<file path="config.mk">
export PLATFORM = sky130hd
export DESIGN_NAME = ms_ctrl
export DESIGN_NICKNAME = d
export VERILOG_FILES = /design/src/sv/ms_pkg.sv /design/src/sv/ms_ctrl.sv
export SDC_FILE = /design/constraint.sdc
export NUM_CORES = 1
export LEC_CHECK = 0
export BUFFER_PORTS_ARGS = -buffer_cell sky130_fd_sc_hd__buf_2
export CORE_AREA = 3 3 40 42
export CTS_CLUSTER_DIAMETER = 40
export CTS_CLUSTER_SIZE = 10
export DETAILED_ROUTE_END_ITERATION = 10
export DIE_AREA = 0 0 43 45
export HOLD_SLACK_MARGIN = 0.02
export PLACE_DENSITY_LB_ADDON = 0.1
export SETUP_SLACK_MARGIN = 0.1
export SLEW_MARGIN = 20
export SYNTH_ARGS = -nofsm -noshare
export SYNTH_HDL_FRONTEND = slang
export SYNTH_SLANG_ARGS = --single-unit
export TNS_END_PERCENT = 50
</file>
<file path="constraint.sdc">
create_clock -name clock -period 1.4 [get_ports clock]
set_input_delay 0.21 -clock clock [delete_from_list [all_inputs] [get_ports clock]]
set_output_delay 0.21 -clock clock [all_outputs]
set_load 0.01 [all_outputs]
</file>
<file path="src/sv/ms_pkg.sv">
// ----------------------------------------------------------------------------
// ms_pkg: shared types and constants of the merge sorter
// Payload structs, controller states, and the command/status bundles that
// join the controller to the datapath.
// ----------------------------------------------------------------------------
package ms_pkg;

   localparam int MAX_ITEMS   = 64;
   localparam int STORE_DEPTH = 64;
   localparam int DATA_W      = 32;
   localparam int ADDR_W      = $clog2(STORE_DEPTH);
   localparam int CNT_W       = ADDR_W + 1;

   typedef struct packed {
      logic signed [DATA_W-1:0] value;
      logic                     last;
   } ms_req_type;

   typedef struct packed {
      logic signed [DATA_W-1:0] sorted_value;
      logic                     end_of_run;
      logic                     overflow;
   } ms_rsp_type;

   typedef enum logic [3:0] {
      ST_COLLECT,
      ST_PASS_CHECK,
      ST_RUN_SETUP,
      ST_PRIME_A,
      ST_PRIME_B,
      ST_MERGE,
      ST_RUN_CHECK,
      ST_EMIT_RD,
      ST_EMIT_LD
   } ms_state_type;

   typedef struct packed {
      logic store;      // write the accepted value into the element store
      logic sort_init;  // start the first pass
      logic run_setup;  // compute bounds of the next run pair
      logic prime_a;    // fetch head of left run
      logic prime_b;    // fetch head of right run, latch left head
      logic merge;      // move one element into the destination bank
      logic next_run;   // step to the next run pair
      logic next_pass;  // double the run width and swap banks
      logic emit_rd;    // read next sorted element
      logic emit_ld;    // load the output register
   } ms_cmd_type;

   typedef struct packed {
      logic more_passes; // run width still below element count
      logic more_runs;   // run start still below element count
      logic run_done;    // current merge writes the last slot of its run
      logic slot_free;   // output register can take a new result
      logic emit_last;   // element being emitted is the final one
   } ms_stat_type;

endpackage

</file>
<file path="src/sv/ms_ctrl.sv">
// ----------------------------------------------------------------------------
// ms_ctrl: merge sorter sequencer
// Steps through collect, bottom-up merge passes and emit.
// ----------------------------------------------------------------------------
module ms_ctrl (
   input  logic                clock,
   input  logic                reset,
   input  logic                req_valid,
   input  logic                req_last,
   output logic                req_stall,
   input  ms_pkg::ms_stat_type stat,
   output ms_pkg::ms_cmd_type  cmd
);
   import ms_pkg::*;

   ms_state_type state_ff;
   ms_state_type state_in;
   logic         accept;

   always_ff @(posedge clock) begin
      if (reset) begin
         state_ff <= ST_COLLECT;
      end else begin
         state_ff <= state_in;
      end
   end

   assign req_stall = (state_ff != ST_COLLECT);
   assign accept    = req_valid & ~req_stall;

   always_comb begin
      state_in = state_ff;
      cmd      = '0;
      unique case (state_ff)
         ST_COLLECT: begin
            cmd.store     = accept;
            cmd.sort_init = accept & req_last;
            if (accept && req_last) begin
               state_in = ST_PASS_CHECK;
            end
         end
         ST_PASS_CHECK: begin
            state_in = stat.more_passes ? ST_RUN_SETUP : ST_EMIT_RD;
         end
         ST_RUN_SETUP: begin
            cmd.run_setup = 1'b1;
            state_in      = ST_PRIME_A;
         end
         ST_PRIME_A: begin
            cmd.prime_a = 1'b1;
            state_in    = ST_PRIME_B;
         end
         ST_PRIME_B: begin
            cmd.prime_b = 1'b1;
            state_in    = ST_MERGE;
         end
         ST_MERGE: begin
            cmd.merge = 1'b1;
            if (stat.run_done) begin
               cmd.next_run = 1'b1;
               state_in     = ST_RUN_CHECK;
            end
         end
         ST_RUN_CHECK: begin
            if (stat.more_runs) begin
               state_in = ST_RUN_SETUP;
            end else begin
               cmd.next_pass = 1'b1;
               state_in      = ST_PASS_CHECK;
            end
         end
         ST_EMIT_RD: begin
            if (stat.slot_free) begin
               cmd.emit_rd = 1'b1;
               state_in    = ST_EMIT_LD;
            end
         end
         ST_EMIT_LD: begin
            cmd.emit_ld = 1'b1;
            state_in    = stat.emit_last ? ST_COLLECT : ST_EMIT_RD;
         end
         default: begin
            state_in = ST_COLLECT;
         end
      endcase
   end

endmodule

</file>
### After elaboration in Yosys (flattened, before gate mapping)

Index checks and enable logic that the tools add are counted.

| word-level totals | value |
|---|---|
| output and inout port bits | 11 |
| input bits | 9 |
| word-level logic and storage cells | 37 |
| flip-flop bits (word level) | 4 |

| operators by class | value |
|---|---|
| equal/unequal tests | 11 |
| reduce and logical (&&, ||, !) cells | 4 |
| multiplexer cells | 18 |
| bitwise operators | 3 |

Operators with widths:

| kind | number |
|---|---|
| $pmux W4 S9 | 1 |
| $eq A4 B3 Y1 const B | 4 |
| $mux W4 | 3 |
| $mux W1 | 9 |
| $eq A4 B2 Y1 const B | 2 |
| $mux W2 | 3 |
| $mux W3 | 2 |
| $ne A2 B2 Y1 const B | 3 |
| $eq A4 B1 Y1 const B | 1 |
| $eq A4 B4 Y1 const B | 1 |
| $logic_not A4 Y1 | 1 |
| $reduce_bool A4 Y1 | 1 |
| $reduce_and A3 Y1 | 1 |
| $and A1 B1 Y1 | 2 |
| $logic_and A1 B1 Y1 | 1 |
| $not A1 Y1 | 1 |

### Longest topological paths before layout

Gate-level depths: netlist (run 1).

| logic depth | value |
|---|---|
| word-level depth | 6 |
| depth in mapped cells | 6 |
| depth with buffers taken out | 4 |

### Worst setup path before layout (run 1)

Ideal clock, no wire load.

| timing | value |
|---|---|
| kind | reg-to-reg |
| from | register state_ff[2] |
| to | register state_ff[2] |
| period minus slack after synthesis | 1,388 ps |
| arrival time | 1,323 ps |
| setup time | 65 ps |
| data required time | 1,335 ps |
| setup slack | 12 ps |
| path buffers | 1 |
| cell stages (with the launch flop) | 6 |
| cells stage by stage | dfxtp_1 -> buf_6 -> nor4b_1 -> nand2b_1 -> o211ai_1 -> nor2b_1 |

| between the ends | value |
|---|---|
| word-level cells in the longest chain between the ends | 6 |
| elaborated cells between the ends (all ways) | 18 |
| classes of those cells | 11 x eq/ne; 1 x mux; 2 x bitwise; 4 x reduce/logical |

RTL lines:

| element | line | RTL |
|---|---|---|
| start: declaration | ms_ctrl.sv:16 | `ms_state_type state_ff;` |
| start signal: assignment | ms_ctrl.sv:24 | `state_ff <= state_in;` |
| $reduce_bool A4 Y1 | ms_ctrl.sv:28 | `assign req_stall = (state_ff != ST_COLLECT);` |
| $not A1 Y1 | ms_ctrl.sv:29 | `assign accept = req_valid & ~req_stall;` |
| $and A1 B1 Y1 | ms_ctrl.sv:29 |  |
| $logic_and A1 B1 Y1 | ms_ctrl.sv:38 | `if (accept && req_last) begin` |
| $ne A2 B2 Y1 (no source line) | - |  |
| $reduce_and A3 Y1 (no source line) | - |  |

Several ways; a longest one is shown, not always the timed one.
A chain may end at the register's enable or synchronous reset.

### Worst setup path in the final report (run 1)

| timing | value |
|---|---|
| from | register state_ff[3] |
| to | register state_ff[0] |

The elaborated chain is that of the path after synthesis.

==> results.toml, run 1 <==
[sta]
setup_violations = 2
final.setup.worst_slack_ns = -0.09411
clock_skew_ns = 0.0004762
fmax_ghz = 0.6693
slew_headroom = 0.8079
final_max_slew_viol_count = 0
hold_viol = 0
tightest_slew_ns = 0.2882
period_minus_slack_ns = 1.494
rsz0062_at_grt = "yes"
fin_crit_sh = 1.067

[clock_network]
clk_latency_ns = 0.23
cts_root_buf = "clkbuf_4"
cts.sinks = 4
htreeDepth = 1
hold_buffers = 0
clkTransAtPathRegs_ns = 0.03
clock_path_buffers = 2
numCtsBuffers = 3
cts_tree = "built"

[placement]
gp_congestion = 0.7678
dp_hpwl_microns = 868.6
place_area_sq_um = 559.3
io_buffers = 19

[min_path]
hp-start = "reset"
hold_path_class = "input pin to flip-flop"
whs_path_depth = 2

[route]
wl_microns = 1284
drc = 0
routedWlPerCell_microns = 12.11
viasPerCell = 5.057
drt_first_iter_violations = 8
drt-pass1-iter-count = 4
dr_total_vias = 536
ant_nets = 0

[layout]
fin_area_sq_um = 708.2
largest_reg_flops = 4
area_delta_synth_final_pct = 70.48
n_antenna_cell = 0
top_regs = "state_ff: 4 flops"
drive_gt1_frac = 0.5714
utilization = 0.5511
regMostFlops = "state_ff"
nets = 102

[global_route]
overflow = 0
grt_start_max_net_pins = 11
grt_pass1_vias = 459
grt_pass1_wl_microns = 2090
grt.total_usage = 0.1423
antenna_found_initial = 0

[synth]
synth.most_common_cell = "nor2_1"
synth_edf_count = 0
yosysSeqAreaShare = 0.1928
ys_seq_elements = 4
synth_flop_cell = "dfxtp_1"
yosys.area.top_type = "dfxtp_1"
ys_async_sr_fraction = 0
synth_top_area_frac = 0.1928
yosys_warnings = 0
ys_types = 27
syn_area_sq_um = 415.4
synth_area_leaders = "dfxtp_1 19%, nor2_1 6.3%, nand2b_1 6.0%"
synthTopCellsByCount = "7 x nor2_1, 4 x dfxtp_1, 4 x nand2_1, 4 x nand2b_1, 4 x nor3_1"
synthCells = 57
syn_nets = 66
syn_area_per_cell_sq_um = 7.288

[critical_path]
critical_path.startpoint = "state_ff[3]$_SDFFE_PP0P_"
worstReg2RegStart = "state_ff[3]$_SDFFE_PP0P_"
critPathRequiredTime_ns = 1.52
crit_type = "flip-flop to flip-flop"
timing.critical_path.arrival_ns = 1.61
cp-start-kind = "flip-flop"
crit_path_max_fanout = 4
crit_path_end_kind = "flip-flop"
reg2reg_depth = 5

[floorplanning]
dieWidth_microns = 43
start_util = 0.3233
rows = 13
die_area_sq_um = 1935
die_h_microns = 45
core_sq_um = 1285
ios = 20

[status]
status = "complete, but fails checks"
failed_checks = "setup timing"

[power]
power_density_nw_per_um2 = 1908
ir_worst_vdd_mv = 0.6572
p_leak_nw = 0.3477

[job]
cap_viol_max_count = 0
-- layout make-up --
type                            count  area [sq um]
Fill cell                         116         576.8
Multi-Input combinational cell     45         325.3
Timing Repair Buffer               36         237.7
Sequential cell                     4         92.59
Clock buffer                        3         22.52
Tap cell                           15         18.77
Inverter                            3         11.26
-- per-stage QoR --
step | hold slack [ns] | cells | total power [mW] | setup slack, ns | setup TNS (ns)
after detailed placement | 0.4310 | 94 | 0.9449 | -0.005798 | -0.008859
after global routing | 0.1703 | 106 | 1.476 | -0.1479 | -0.3444
after floorplan | 0.2724 | 57 | 0.7040 | 0.08265 | 0
final | 0.1785 | 106 | 1.351 | -0.09411 | -0.1175
after global placement | 0.4250 | 94 | 0.9575 | -0.00005640 | -0.00005640
after CTS | 0.1735 | 103 | 1.235 | -0.02719 | -0.04914
-- critical path, cell delays in order, from the launching register on --
cell and delay [ns]:
dfxtp_2 0.34, and2b_2 0.25, buf_4 0.13, a221oi_1 0.32, a221o_1 0.27, a21oi_2 0.07
-- final timing paths --
check | end | slack (ns)
worst max-delay path | state_ff[0]$_SDFFE_PP0P_ | -0.09
worst min-delay path | state_ff[0]$_SDFFE_PP0P_ | 0.18
worst max register to register | state_ff[0]$_SDFFE_PP0P_ | -0.09
worst min register to register | state_ff[3]$_SDFFE_PP0P_ | 0.72
-- kinds of logic after synthesis --
logic type,share of synthesized area
buffers and inverters,0.1144
multiplexers,0.02410
AND/OR/NAND/NOR,0.5030
flip-flops,0.1928
AO/OA/AOI/OAI,0.1657
-- what timing repair did --
item | CTS | global route
endpoints found under the setup margin | 14 | 13
setup buffers | 6 | 3
gates resized for setup | 14 | 4
pin swaps | 3 | 3
-- where the power goes --
group | switching, mW | internal [mW] | leakage [nW]
clock network | 0.0433 | 0.0956 | 0.0138
logic | 0.434 | 0.529 | 0.299
registers | 0.0740 | 0.176 | 0.0353
total | 0.551 | 0.800 | 0.348
-- metal layers --
layer | vias to the layer above | part of all wire | track usage
li1 | 277 | - | -
met1 | 239 | 0.42 | 0.1971
met2 | 18 | 0.49 | 0.2186
met3 | 2 | 0.071 | 0.05179
met4 | 0 | 0.016 | 0.01807
met5 | - | 0 | 0
-- cell usage in the layout (no fill, tap or decap), types with 2 or more instances in the layout --
cell type  count
buf_2         19
buf_4         13
nor2_1         6
buf_6          4
nand2_1        3
nor3_1         3
nand2b_1       3
nor2b_1        3
clkbuf_4       3
dfxtp_4        3
and3_1         2
inv_1          2
nand3_1        2
a31oi_1        2
nor3b_1        2
o21ai_0        2
(Power assumes the default switching activity.)
==> inputs of run 2 (changes only) <==
==> constraint.sdc (replaced) <==
create_clock -name clock -period 1.3 [get_ports clock]
set_input_delay 0.195 -clock clock [delete_from_list [all_inputs] [get_ports clock]]
set_output_delay 0.195 -clock clock [all_outputs]
set_load 0.01 [all_outputs]
==> results.toml, run 2 (synthesis gave the netlist of run 1 again) <==
[power]
power_density_nw_per_um2 = 2114
ir_worst_vdd_mv = 0.7990
p_total_mw = 1.555
p_leak_nw = 0.3445

[sta]
holdWs_ns = 0.1529
period_minus_slack_ns = 1.476
setup_violations = 5
timing.setup.tns_ns = -0.4239
final.setup.worst_slack_ns = -0.1765
final_max_slew_viol_count = 0
hold_viol = 0
rsz0062_at_grt = "yes"
tightest_slew_ns = 0.3205
fin_crit_sh = 1.136
slew_headroom = 0.7843
clock_skew_ns = 0.001916
fmax_ghz = 0.6773

[placement]
dp_slack_ns = -0.06560
dp_hpwl_microns = 893.9
place_area_sq_um = 595.6
dpl.cell_count = 96
io_buffers = 19
gp_congestion = 0.7049

[critical_path]
timing.critical_path.arrival_ns = 1.64
crit_type = "flip-flop to flip-flop"
reg2reg_depth = 5
worstReg2RegStart = "state_ff[2]$_SDFFE_PP0P_"
crit_path_end_kind = "flip-flop"
path_cells = "buf_6, nor4_1, a221oi_1, a221o_1, a21oi_2"
critPathMaxStageDelay_ns = 0.38
r2r-end = "state_ff[0]$_SDFFE_PP0P_"
regToRegSetupSlack_ns = -0.18
path_delay_family = "compound AO/OA/AOI/OAI gates"
critPathBufInv = 1
crit_path_max_fanout = 4
critPathRequiredTime_ns = 1.47
cp-start-kind = "flip-flop"
critPathSlowestCell = "a221o_1"

[clock_network]
clk_latency_ns = 0.24
cts_tree = "built"
clock_path_buffers = 2
clkTransAtPathRegs_ns = 0.04
cts_root_buf = "clkbuf_4"
cts.sinks = 4
numCtsBuffers = 3
htreeDepth = 1

[route]
ant_nets = 0
drt_first_iter_violations = 9
wl_microns = 1344
dr_total_vias = 536
routedWlPerCell_microns = 12.92
viasPerCell = 5.154
drc = 0
drt-pass1-iter-count = 4

[global_route]
grt.total_usage = 0.1514
grt_busiest_layer = "met2"
use_met2 = 0.2844
grt_pass1_wl_microns = 2159
antenna_found_initial = 0
overflow = 0
grtUsageMet1 = 0.1659
grt_pass1_vias = 509
grt_start_max_net_pins = 12
grt_use_met3 = 0.05976

[floorplanning]
die_area_sq_um = 1935
rows = 13
dieWidth_microns = 43
core_sq_um = 1285
ios = 20
die_h_microns = 45
start_util = 0.3233

[layout]
utilization = 0.5725
regMostFlops = "state_ff"
top_regs = "state_ff: 4 flops"
finalNonFillerCells = 104
largest_reg_flops = 4
nets = 100
final-seq-area_sq_um = 92.59
final_common_cell = "buf_2"
multi_input_comb_area_sq_um = 349.1
n_antenna_cell = 0
fin_area_sq_um = 735.7
area_delta_synth_final_pct = 77.11
n_fill_cell = 129
layout_common_cells = "19 x buf_2, 9 x buf_4, 5 x buf_6"
drive_gt1_frac = 0.6180

[status]
status = "complete, but fails checks"
failed_checks = "setup timing"

[job]
cap_viol_max_count = 0

[min_path]
whs_path_depth = 2
hold_path_class = "input pin to flip-flop"
hp-start = "reset"
hold_end = "state_ff[0]$_SDFFE_PP0P_"
==> run 2: layout make-up <==
type | count | share of cell area
clock buffers | 3 | 0.03061
flip-flops and latches | 4 | 0.1259
well taps | 15 | 0.02551
repair buffers | 34 | 0.3248
inverters | 3 | 0.01871
multi-input cells | 45 | 0.4745
==> run 2: report_power, final <==
group / internal (mW) / switching (mW)
clock network: 0.104 / 0.0542
registers: 0.190 / 0.103
logic: 0.615 / 0.489
==> run 2: what timing repair did <==
item,4_1_cts,5_1_grt
hold buffers,0,0
pin swaps,2,1
endpoints found under the setup margin,14,14
buffers inserted,4,1
gates resized for setup,18,5
==> run 2: how the worst max path moves through the flow <==
stage          cells after the start                startpoint                        to  slack [ns]
5_1_grt                            5  state_ff[2]$_SDFFE_PP0P_  state_ff[0]$_SDFFE_PP0P_       -0.18
4_1_cts                            5  state_ff[3]$_SDFFE_PP0P_                    cmd[3]       -0.13
3_5_place_dp                       5  state_ff[1]$_SDFFE_PP0P_  state_ff[1]$_SDFFE_PP0P_       -0.07
2_1_floorplan                      5  state_ff[2]$_SDFFE_PP0P_  state_ff[0]$_SDFFE_PP0P_        0.06
3_3_place_gp                       4  state_ff[1]$_SDFFE_PP0P_  state_ff[0]$_SDFFE_PP0P_       -0.08
6_report                           5  state_ff[2]$_SDFFE_PP0P_  state_ff[0]$_SDFFE_PP0P_       -0.18
==> run 2: worst register-to-register path, delay by kind of cell (launching register included) <==
family | cells | cell delay [ns]
compound gates | 3 | 0.58
simple gates | 1 | 0.34
flops | 1 | 0.35
buf+inv | 1 | 0.13
==> run 2: layer usage <==
metal,up-vias,part of all wire,wire length [microns]
li1,268,-,-
met1,253,0.40,537
met2,15,0.53,717
met3,0,0.066,89
met4,0,0,0
met5,-,0,0
