$ cat src/sv/ms_pkg.sv
// ----------------------------------------------------------------------------
// ms_pkg: shared types and constants of the merge sorter
// Payload structs, controller states, and the command/status bundles that
// join the controller to the datapath.
// ----------------------------------------------------------------------------
package ms_pkg;

   localparam int MAX_ITEMS   = 64;
   localparam int STORE_DEPTH = 64;
   localparam int DATA_W      = 32;
   localparam int ADDR_W      = $clog2(STORE_DEPTH);
   localparam int CNT_W       = ADDR_W + 1;

   typedef struct packed {
      logic signed [DATA_W-1:0] value;
      logic                     last;
   } ms_req_type;

   typedef struct packed {
      logic signed [DATA_W-1:0] sorted_value;
      logic                     end_of_run;
      logic                     overflow;
   } ms_rsp_type;

   typedef enum logic [3:0] {
      ST_COLLECT,
      ST_PASS_CHECK,
      ST_RUN_SETUP,
      ST_PRIME_A,
      ST_PRIME_B,
      ST_MERGE,
      ST_RUN_CHECK,
      ST_EMIT_RD,
      ST_EMIT_LD
   } ms_state_type;

   typedef struct packed {
      logic store;      // write the accepted value into the element store
      logic sort_init;  // start the first pass
      logic run_setup;  // compute bounds of the next run pair
      logic prime_a;    // fetch head of left run
      logic prime_b;    // fetch head of right run, latch left head
      logic merge;      // move one element into the destination bank
      logic next_run;   // step to the next run pair
      logic next_pass;  // double the run width and swap banks
      logic emit_rd;    // read next sorted element
      logic emit_ld;    // load the output register
   } ms_cmd_type;

   typedef struct packed {
      logic more_passes; // run width still below element count
      logic more_runs;   // run start still below element count
      logic run_done;    // current merge writes the last slot of its run
      logic slot_free;   // output register can take a new result
      logic emit_last;   // element being emitted is the final one
   } ms_stat_type;

endpackage

$ cat src/sv/ms_ram.sv
// ----------------------------------------------------------------------------
// ms_ram: generic single-write, single-read RAM
// One write port and one read port with a registered read.
// ----------------------------------------------------------------------------
module ms_ram #(
   parameter int WIDTH = 32,
   parameter int DEPTH = 64
) (
   input  logic                     clock,
   input  logic                     wr_en,
   input  logic [$clog2(DEPTH)-1:0] wr_addr,
   input  logic [WIDTH-1:0]         wr_data,
   input  logic [$clog2(DEPTH)-1:0] rd_addr,
   output logic [WIDTH-1:0]         rd_data
);

   logic [WIDTH-1:0] mem_ff [DEPTH];
   logic [WIDTH-1:0] rd_data_ff;

   always_ff @(posedge clock) begin
      if (wr_en) begin
         mem_ff[wr_addr] <= wr_data;
      end
      rd_data_ff <= mem_ff[rd_addr];
   end

   assign rd_data = rd_data_ff;

endmodule

$ cat src/sv/ms_datapath.sv
// ----------------------------------------------------------------------------
// ms_datapath: merge sorter storage, run pointers and output register
// Two RAM banks used ping-pong; one element merged per cycle.
// ----------------------------------------------------------------------------
module ms_datapath (
   input  logic                clock,
   input  logic                reset,
   input  ms_pkg::ms_req_type  req_data,
   input  ms_pkg::ms_cmd_type  cmd,
   output ms_pkg::ms_stat_type stat,
   output logic                rsp_valid,
   input  logic                rsp_stall,
   output ms_pkg::ms_rsp_type  rsp_data
);
   import ms_pkg::*;

   logic [CNT_W-1:0] cnt_ff, cnt_in;
   logic             drop_ff, drop_in;
   logic [CNT_W-1:0] width_ff, width_in;
   logic [CNT_W-1:0] lo_ff, lo_in;
   logic [CNT_W-1:0] mid_ff, mid_in;
   logic [CNT_W-1:0] hi_ff, hi_in;
   logic [CNT_W-1:0] i_ff, i_in;
   logic [CNT_W-1:0] j_ff, j_in;
   logic [CNT_W-1:0] k_ff, k_in;
   logic [CNT_W-1:0] e_ff, e_in;
   logic             src_ff, src_in;
   logic             a_port_ff, a_port_in;
   logic             b_port_ff, b_port_in;
   logic signed [DATA_W-1:0] a_ff, a_in;
   logic signed [DATA_W-1:0] b_ff, b_in;
   ms_rsp_type       rsp_ff, rsp_in;
   logic             rsp_valid_ff, rsp_valid_in;

   logic [CNT_W:0]   lo_plus_w;
   logic [CNT_W:0]   lo_plus_2w;
   logic [CNT_W-1:0] i_next;
   logic [CNT_W-1:0] j_next;
   logic signed [DATA_W-1:0] rd_sel;
   logic signed [DATA_W-1:0] head_a;
   logic signed [DATA_W-1:0] head_b;
   logic             take_a;
   logic signed [DATA_W-1:0] merge_val;
   logic             room;

   logic [ADDR_W-1:0] rd_addr;
   logic [ADDR_W-1:0] wr_addr0;
   logic [DATA_W-1:0] wr_data0;
   logic              we0;
   logic              we1;
   logic [DATA_W-1:0] rd_data0;
   logic [DATA_W-1:0] rd_data1;

   ms_ram #(.WIDTH(DATA_W), .DEPTH(STORE_DEPTH)) u_bank0 (
      .clock   (clock),
      .wr_en   (we0),
      .wr_addr (wr_addr0),
      .wr_data (wr_data0),
      .rd_addr (rd_addr),
      .rd_data (rd_data0)
   );

   ms_ram #(.WIDTH(DATA_W), .DEPTH(STORE_DEPTH)) u_bank1 (
      .clock   (clock),
      .wr_en   (we1),
      .wr_addr (k_ff[ADDR_W-1:0]),
      .wr_data (merge_val),
      .rd_addr (rd_addr),
      .rd_data (rd_data1)
   );

   // run heads come straight off the read port in the cycle after a fetch
   assign rd_sel    = src_ff ? $signed(rd_data1) : $signed(rd_data0);
   assign head_a    = a_port_ff ? rd_sel : a_ff;
   assign head_b    = b_port_ff ? rd_sel : b_ff;
   assign take_a    = (i_ff < mid_ff) && ((j_ff >= hi_ff) || (head_a < head_b));
   assign merge_val = take_a ? head_a : head_b;
   assign i_next    = i_ff + CNT_W'(1);
   assign j_next    = j_ff + CNT_W'(1);
   assign room      = cnt_ff < CNT_W'(MAX_ITEMS);

   assign lo_plus_w  = {1'b0, lo_ff} + {1'b0, width_ff};
   assign lo_plus_2w = {1'b0, lo_ff} + {width_ff, 1'b0};

   always_comb begin
      if (cmd.prime_a) begin
         rd_addr = i_ff[ADDR_W-1:0];
      end else if (cmd.prime_b) begin
         rd_addr = j_ff[ADDR_W-1:0];
      end else if (cmd.merge) begin
         rd_addr = take_a ? i_next[ADDR_W-1:0] : j_next[ADDR_W-1:0];
      end else begin
         rd_addr = e_ff[ADDR_W-1:0];
      end
   end

   assign we0      = (cmd.store & room) | (cmd.merge & src_ff);
   assign we1      = cmd.merge & ~src_ff;
   assign wr_addr0 = cmd.store ? cnt_ff[ADDR_W-1:0] : k_ff[ADDR_W-1:0];
   assign wr_data0 = cmd.store ? req_data.value : merge_val;

   always_comb begin
      cnt_in       = cnt_ff;
      drop_in      = drop_ff;
      width_in     = width_ff;
      lo_in        = lo_ff;
      mid_in       = mid_ff;
      hi_in        = hi_ff;
      i_in         = i_ff;
      j_in         = j_ff;
      k_in         = k_ff;
      e_in         = e_ff;
      src_in       = src_ff;
      a_port_in    = a_port_ff;
      b_port_in    = b_port_ff;
      a_in         = a_ff;
      b_in         = b_ff;
      rsp_in       = rsp_ff;
      rsp_valid_in = rsp_valid_ff & rsp_stall;

      if (cmd.store) begin
         if (room) begin
            cnt_in = cnt_ff + CNT_W'(1);
         end else begin
            drop_in = 1'b1;
         end
      end
      if (cmd.sort_init) begin
         width_in = CNT_W'(1);
         src_in   = 1'b0;
         lo_in    = '0;
         e_in     = '0;
      end
      if (cmd.run_setup) begin
         mid_in = (lo_plus_w > {1'b0, cnt_ff}) ? cnt_ff : lo_plus_w[CNT_W-1:0];
         hi_in  = (lo_plus_2w > {1'b0, cnt_ff}) ? cnt_ff : lo_plus_2w[CNT_W-1:0];
         i_in   = lo_ff;
         j_in   = (lo_plus_w > {1'b0, cnt_ff}) ? cnt_ff : lo_plus_w[CNT_W-1:0];
         k_in   = lo_ff;
      end
      if (cmd.prime_b) begin
         a_in      = rd_sel;
         a_port_in = 1'b0;
         b_port_in = 1'b1;
      end
      if (cmd.merge) begin
         a_in      = head_a;
         b_in      = head_b;
         k_in      = k_ff + CNT_W'(1);
         a_port_in = take_a;
         b_port_in = ~take_a;
         if (take_a) begin
            i_in = i_next;
         end else begin
            j_in = j_next;
         end
      end
      if (cmd.next_run) begin
         lo_in = lo_plus_2w[CNT_W-1:0];
      end
      if (cmd.next_pass) begin
         width_in = {width_ff[CNT_W-2:0], 1'b0};
         src_in   = ~src_ff;
         lo_in    = '0;
      end
      if (cmd.emit_ld) begin
         rsp_in.sorted_value = rd_sel;
         rsp_in.end_of_run   = stat.emit_last;
         rsp_in.overflow     = drop_ff;
         rsp_valid_in        = 1'b1;
         e_in                = e_ff + CNT_W'(1);
         if (stat.emit_last) begin
            cnt_in  = '0;
            drop_in = 1'b0;
         end
      end
   end

   always_ff @(posedge clock) begin
      if (reset) begin
         cnt_ff       <= '0;
         drop_ff      <= 1'b0;
         rsp_valid_ff <= 1'b0;
      end else begin
         cnt_ff       <= cnt_in;
         drop_ff      <= drop_in;
         rsp_valid_ff <= rsp_valid_in;
      end
   end

   always_ff @(posedge clock) begin
      width_ff  <= width_in;
      lo_ff     <= lo_in;
      mid_ff    <= mid_in;
      hi_ff     <= hi_in;
      i_ff      <= i_in;
      j_ff      <= j_in;
      k_ff      <= k_in;
      e_ff      <= e_in;
      src_ff    <= src_in;
      a_port_ff <= a_port_in;
      b_port_ff <= b_port_in;
      a_ff      <= a_in;
      b_ff      <= b_in;
      rsp_ff    <= rsp_in;
   end

   assign stat.more_passes = width_ff < cnt_ff;
   assign stat.more_runs   = lo_ff < cnt_ff;
   assign stat.run_done    = (k_ff + CNT_W'(1)) == hi_ff;
   assign stat.slot_free   = ~rsp_valid_ff | ~rsp_stall;
   assign stat.emit_last   = (e_ff + CNT_W'(1)) == cnt_ff;

   assign rsp_valid = rsp_valid_ff;
   assign rsp_data  = rsp_ff;

endmodule

$ cat config.mk
export PLATFORM = sky130hd
export DESIGN_NAME = ms_datapath
export DESIGN_NICKNAME = d
export VERILOG_FILES = /design/src/sv/ms_pkg.sv /design/src/sv/ms_ram.sv /design/src/sv/ms_datapath.sv
export SDC_FILE = /design/constraint.sdc
export NUM_CORES = 2
export LEC_CHECK = 0
export BUFFER_PORTS_ARGS = -buffer_cell sky130_fd_sc_hd__buf_2
export CORE_MARGIN = 1
export CORE_UTILIZATION = 50
export CTS_BUF_LIST = sky130_fd_sc_hd__clkbuf_4 sky130_fd_sc_hd__clkbuf_8 sky130_fd_sc_hd__clkbuf_16
export DETAILED_ROUTE_END_ITERATION = 8
export PLACE_DENSITY = 0.65
export REMOVE_ABC_BUFFERS = 1
export SYNTH_ARGS = -nofsm -noshare
export SYNTH_HDL_FRONTEND = slang
export SYNTH_HIERARCHICAL = 1
export SYNTH_SLANG_ARGS = --single-unit
$ cat constraint.sdc
create_clock -name clock -period 6.7 [get_ports clock]
set_input_delay 0.335 -clock clock [delete_from_list [all_inputs] [get_ports clock]]
set_output_delay 0.335 -clock clock [all_outputs]
set_load 0.02 [all_outputs]
After elaboration in Yosys (flattened, before gate mapping)

Memory sizes are Yosys's and may differ from the RTL's. A register that Yosys moved wholly into a read port is not among the register bits.
Index checks and enable logic that the tools add are counted.

Register bits after elaboration: 166
Bits of input ports: 46
Memories kept: 2
Output and inout bits: 40
Word-level logic and storage cells: 102
Bits in writable memories: 4,096

Magnitude comparators: 8
Equality and inequality tests: 2
Bitwise operators: 10
Add/sub/neg operators: 7
Multiplexer cells: 46
Reduce and logical (&&, ||, !) cells: 7

Memories:

| name           | depth | width | rd ports | clocked after Yosys merged registers in | wr ports | line         | RTL |
|---|---|---|---|---|---|---|---|
| u_bank0.mem_ff | 64    | 32    | 1        | 1                                       | 1        | ms_ram.sv:17 | `logic [WIDTH-1:0] mem_ff [DEPTH];` |
| u_bank1.mem_ff | 64    | 32    | 1        | 1                                       | 1        | ms_ram.sv:17 |  |

Operators with widths:

| cell                                                           | number |
|---|---|
| 32-bit two-way mux                                             | 7 |
| 7-bit two-way mux                                              | 19 |
| 7-bit by 1-bit adder with 7-bit output (second input constant) | 5 |
| 32-bit less-than comparator                                    | 1 |
| 6-bit two-way mux                                              | 5 |
| 7-bit less-than comparator                                     | 3 |
| 8-bit by 7-bit greater-than comparator with 1-bit output       | 2 |
| 1-bit two-way mux                                              | 15 |
| 7-bit equality test                                            | 2 |
| 2-bit nonzero test                                             | 5 |
| 7-bit by 7-bit adder with 8-bit output                         | 1 |
| 7-bit by 8-bit adder with 8-bit output                         | 1 |
| 7-bit >= comparator                                            | 1 |
| 7-bit less-than comparator (second input constant)             | 1 |
| 1-bit bitwise AND                                              | 4 |
| 1-bit inverter                                                 | 4 |
| 1-bit bitwise OR                                               | 2 |
| 1-bit logical AND                                              | 1 |
| 1-bit logical OR                                               | 1 |

Logic depth before layout (Yosys ltp)

Depth after elaboration: 9
Mapped depth: 26
Depth with buffers taken out: 17

Hierarchy

Netlist, hierarchy kept.

Modules (own cells, without submodules):

| module      | sequential area each (sq um) | cells each | area an instance (sq um) | instances |
|---|---|---|---|---|
| ms_ram      | 62,139.6                     | 3,324      | 78,515.3                 | 2 |
| ms_datapath | 4,654.5                      | 1,097      | 10,871.7                 | 1 |

Worst setup path before layout

Ideal clock, no wire load.

Path type: flip-flop to flip-flop
From: reg src_ff
To: reg u_bank0.rd_data_ff[13], in the netlist u_bank0/rd_data[13] (read register of u_bank0.mem_ff)
Stages on the path, launching flop included: 23
Library setup time: 0.117 ns
Arrival time: 5.420 ns
Clock period less this slack: 5.537 ns
Buffers on the path: 7
Required time: 6.583 ns
Setup slack: 1.163 ns
Cell sequence: edfxtp_1 buf_4 buf_1 mux2i_1 a21oi_1 ha_1 nand4_1 or3_4 nor3_1 o2111ai_1 a311oi_2 nor3_2 buf_6 buf_6 mux2i_1 o21ai_0 buf_2 clkbuf_1 clkbuf_1 mux4_2 mux4_2 o22ai_1 nor2_1

Longest elaborated chain between the ends: 9
Elaborated cells between the ends (all ways): 10
Those cells by class: order compare (1); mux (7); reduce/logical (2)

Ends and longest elaborated chain:

| what                                  | line                                 | RTL |
|---|---|---|
| from (decl)                           | ms_datapath.sv:27                    | `logic src_ff, src_in;` |
| from (signal assigned)                | ms_datapath.sv:200                   | `src_ff <= src_in;` |
| 32-bit two-way mux *                  | ms_datapath.sv:73                    | `assign rd_sel = src_ff ? $signed(rd_data1) : $signed(rd_data0);` |
| 32-bit two-way mux (on tied branches) | ms_datapath.sv:74, ms_datapath.sv:75 |  |
| 32-bit less-than comparator *         | ms_datapath.sv:76                    | `assign take_a = (i_ff < mid_ff) && ((j_ff >= hi_ff) \|\| (head_a < head_b));` |
| 1-bit logical OR *                    | ms_datapath.sv:76                    |  |
| 1-bit logical AND *                   | ms_datapath.sv:76                    |  |
| 6-bit two-way mux *                   | ms_datapath.sv:91                    | `rd_addr = take_a ? i_next[ADDR_W-1:0] : j_next[ADDR_W-1:0];` |
| 6-bit two-way mux *                   | ms_datapath.sv:90                    | `end else if (cmd.merge) begin` |
| 6-bit two-way mux *                   | ms_datapath.sv:88                    | `end else if (cmd.prime_b) begin` |
| 6-bit two-way mux *                   | ms_datapath.sv:86                    | `if (cmd.prime_a) begin` |
| net rd_addr[1]                        | ms_datapath.sv:46                    | `logic [ADDR_W-1:0] rd_addr;` |
| to (decl)                             | ms_ram.sv:18                         | `logic [WIDTH-1:0] rd_data_ff;` |

Mark *: on every way through the listed nets, which the timed path passes. The rest lies on a longest branch.
A chain may end at the register's enable or synchronous reset.

Worst setup path after layout

From: reg src_ff
To: reg u_bank1.rd_data_ff[13], in the netlist u_bank1/rd_data[13] (read register of u_bank1.mem_ff)

Longest elaborated chain between the ends: 9
Elaborated cells between the ends (all ways): 10
Those cells by class: order compare (1); mux (7); reduce/logical (2)

Ends and longest elaborated chain:

| what                                  | line |
|---|---|
| 32-bit two-way mux *                  | ms_datapath.sv:73 |
| 32-bit two-way mux (on tied branches) | ms_datapath.sv:74, ms_datapath.sv:75 |
| 32-bit less-than comparator *         | ms_datapath.sv:76 |
| 1-bit logical OR *                    | ms_datapath.sv:76 |
| 1-bit logical AND *                   | ms_datapath.sv:76 |
| 6-bit two-way mux *                   | ms_datapath.sv:91 |
| 6-bit two-way mux *                   | ms_datapath.sv:90 |
| 6-bit two-way mux *                   | ms_datapath.sv:88 |
| 6-bit two-way mux *                   | ms_datapath.sv:86 |
| net rd_addr[0]                        | ms_datapath.sv:46 |
| to (decl)                             | ms_ram.sv:18 |

Marks and branches as above.

==> flow_summary.yaml <==
floorplan:
  die_w_um: 581
  initial_utilization: 0.503
  die_h_um: 581
  die_area_mm2: 0.338
  io_pins: 86
  coreArea_mm2: 0.334
  rows: 212
global_routing:
  overflow: 0
  grt_max_degree: 68
  track_usage: 0.259
  grt_first_pass_wirelength_um: 622000
  first_global_vias: 84495
  grt_antenna_before_repair: 25
final_layout:
  areaGrowthSynthToFinish_pct: 15.2
  layout_commonest_cell: "edfxtp_1"
  stdcell_count: 13295
  fin_area_mm2: 0.193
  mostFrequentLayoutCells: "edfxtp_1, mux4_2, buf_4, clkbuf_16, nor2_1"
  layout-drive-gt1-share: 0.313
  fin_nets: 8675
  fillers: 23844
  fin_util: 0.580
synth:
  async_flop_share: 0
  synth-edff-count: 4231
  yosysUniqueCellTypes: 68
  syn-instance-count: 7745
  synth-seq-area-share: 0.768
  syn_avg_cell_area_um2: 21.7
  synth_seq_cells: 4325
  syn-cell-area_mm2: 0.168
  synthFlopType: "edfxtp_1"
  ys_warn_count: 6
worst_setup_path:
  reg2reg_slack_ps: 380
  critPathRequiredTime_ps: 7520
  crit_type: "flop to flop"
  end_kind: "flop"
  crit_arrival_ps: 7140
  r2r_cells: 21
  reg2reg_from: "src_ff"
  crit_fanout: 35
  r2r-end: "u_bank1/rd_data[13]"
  start_kind: "flop"
detailed_routing:
  wire_per_inst_um: 33.0
  vias: 83469
  dr.first_iter.drc_count: 10100
  avgViaCountPerCell: 6.28
  finalWirelength_um: 439000
  final_antenna_net_count: 0
  dr.pass1.iters: 6
  drc: 0
pwr:
  p_switching_w: 0.0336
  intPower_w: 0.0651
  power_frac_clock: 0.237
  pwr-share-seq: 0.418
  swShare: 0.340
  peakVddDrop_uv: 563
  comb_power_share: 0.344
  leakagePower_nw: 61.3
  power_density_mw_per_mm2: 510
clock_network:
  clk_pin_slew_ps: 60
  cts_tree: "yes"
  cts_setup_buffers: 0
  clk_path_buf_depth: 4
  numCtsBuffers: 428
  clock_latency_ps: 980
  cts.htree.levels: 5
  clkSinkCount: 4325
  root_buffer: "clkbuf_16"
sta:
  holdWs_ps: 39.7
  period_share: 0.943
  hold_viol: 0
  maxSlewViolCount: 0
  fin_worst_skew_ps: 56.6
  maxSlewHeadroom: 0.127
  min_period_ps: 6320
  max_freq_mhz: 158
  rsz0062_at_grt: "false"
  setup-violations-final: 0
  worstMarginPinSlew_ps: 1310
  fin_tns_setup_ps: 0
placed_design:
  numPortBuffers: 83
  dp_cells: 12488
  place.gp.congestion: 0.869
  post-dp-hpwl_um: 258000
  placed_cell_area_mm2: 0.180
run:
  drv_cap: 0
run_status:
  run_status: "finished clean"
hold_path:
  whs_endpoint: "u_bank0/mem_ff[18][29]"
  holdCritStartpoint: "req_data[30]"
  min_path_type: "input pin to flop"
  hold_path_depth: 3
## worst max path at each step
stage	slack, ps	to	start	cells past startpoint
6_report	380	u_bank1/rd_data[13]	src_ff	21
5_1_grt	90	u_bank0/rd_data[8]	src_ff	21
4_1_cts	410	u_bank1/rd_data[20]	src_ff	23
3_5_place_dp	490	u_bank1/rd_data[24]	src_ff	22
3_3_place_gp	520	u_bank0/rd_data[25]	src_ff	20
2_1_floorplan	-74200	u_bank0/rd_data[29]	src_ff	16
## sequential cells by signal, summed over array words and instances, names as in the netlist, 32 cells and up
signal and cells:
a_ff 32, b_ff 32, rsp_data 34, u_bank0/mem_ff 2048, u_bank0/rd_data 32, u_bank1/mem_ff 2048, u_bank1/rd_data 32
## worst max-delay path: stages, from the launching register on
cell and delay [ps]:
edfxtp_1 380, buf_12 260, mux2i_1 450, a21oi_1 190
ha_1 330, nand4_1 130, or3_4 450, nor3_1 210
o2111ai_1 140, buf_4 190, a311oi_2 410, nor3_4 100
mux2i_1 220, o21a_4 330, buf_12 270, buf_4 200
buf_4 270, mux4_2 540, o221ai_1 240, a21oi_1 200
a21oi_1 400, nor2_1 80
## stage by stage
step | setup WS (ps) | total power (W)
after floorplan | -74200 | 0.0615
after global placement | 520 | 0.0744
after detailed placement | 488 | 0.0757
after CTS | 415 | 0.0989
after global routing | 94.3 | 0.102
final | 385 | 0.0986
## routing by layer
layer	track usage	vias up	part of all wire
met3	0.0367	790	0.081
li1	-	34072	-
met5	0	-	0.000062
met1	0.355	44604	0.38
met4	0.113	4	0.050
met2	0.420	3999	0.48
## power groups by stage
stage	combinational (W)	sequential [W]	clock, W
3_5_place_dp	0.0338	0.0418	0
3_3_place_gp	0.0326	0.0417	0
2_1_floorplan	0.0199	0.0416	0
5_1_grt	0.0356	0.0413	0.0247
6_report	0.0340	0.0413	0.0234
4_1_cts	0.0339	0.0413	0.0237
## cell families after synthesis
logic type	synth area share
buffers and inverters	0.0140
adder cells (fa/ha/maj)	0.00672
XOR/XNOR	0.00230
flip-flops	0.768
AO/OA/AOI/OAI	0.0236
other	0.0000223
multiplexers	0.166
AND/OR/NAND/NOR	0.0198
## what timing repair did
action,4_1_cts,5_1_grt
hold buffers,9,0
hold endpoints to repair,58,0
gates resized for setup,0,0
## synthesized netlist by cell type, types with 5 or more instances
cell | count | area [µm²]
a211oi_1 | 6 | 45.0
xor2_1 | 11 | 96.3
buf_4 | 51 | 383
ha_1 | 87 | 1090
nand2_1 | 121 | 454
and2_1 | 12 | 75.1
or3b_2 | 6 | 52.6
o32ai_1 | 8 | 70.1
a21oi_1 | 247 | 1240
nor2b_1 | 50 | 313
o21a_1 | 6 | 45.0
a21o_1 | 7 | 52.6
nor3_1 | 21 | 105
and3_1 | 12 | 75.1
buf_1 | 53 | 199
mux2i_1 | 230 | 2300
nand2b_1 | 28 | 175
o21ai_0 | 60 | 300
nand3b_1 | 11 | 82.6
a22oi_1 | 24 | 180
mux4_2 | 1088 | 24500
edfxtp_1 | 4231 | 127000
xnor2_1 | 33 | 289
a41o_1 | 8 | 80.1
buf_2 | 117 | 586
o22ai_1 | 168 | 1050
or3_1 | 8 | 50.1
o221ai_1 | 55 | 482
dfxtp_1 | 94 | 1880
clkbuf_1 | 178 | 668
inv_1 | 96 | 360
or2_2 | 7 | 43.8
nor3b_1 | 8 | 60.1
nor2_1 | 389 | 1460
a311oi_1 | 17 | 149
nand4_1 | 14 | 87.6
nand3_1 | 29 | 145
buf_6 | 13 | 146
mux2_2 | 70 | 788
a31oi_1 | 5 | 31.3
mux2_4 | 14 | 210
## final cells by class
class                           count  area [µm²]  share of cell area
Sequential cell                  4325      129000               0.667
Multi-Input combinational cell   2910       37600               0.195
Clock buffer                      542       11700              0.0607
Timing Repair Buffer              777        7190              0.0372
Tap cell                         4387        5490              0.0284
Clock inverter                    235        1970              0.0102
Inverter                           98         368             0.00190
Antenna cell                       21        52.6            0.000272
Power figures use the tool's default switching activity.
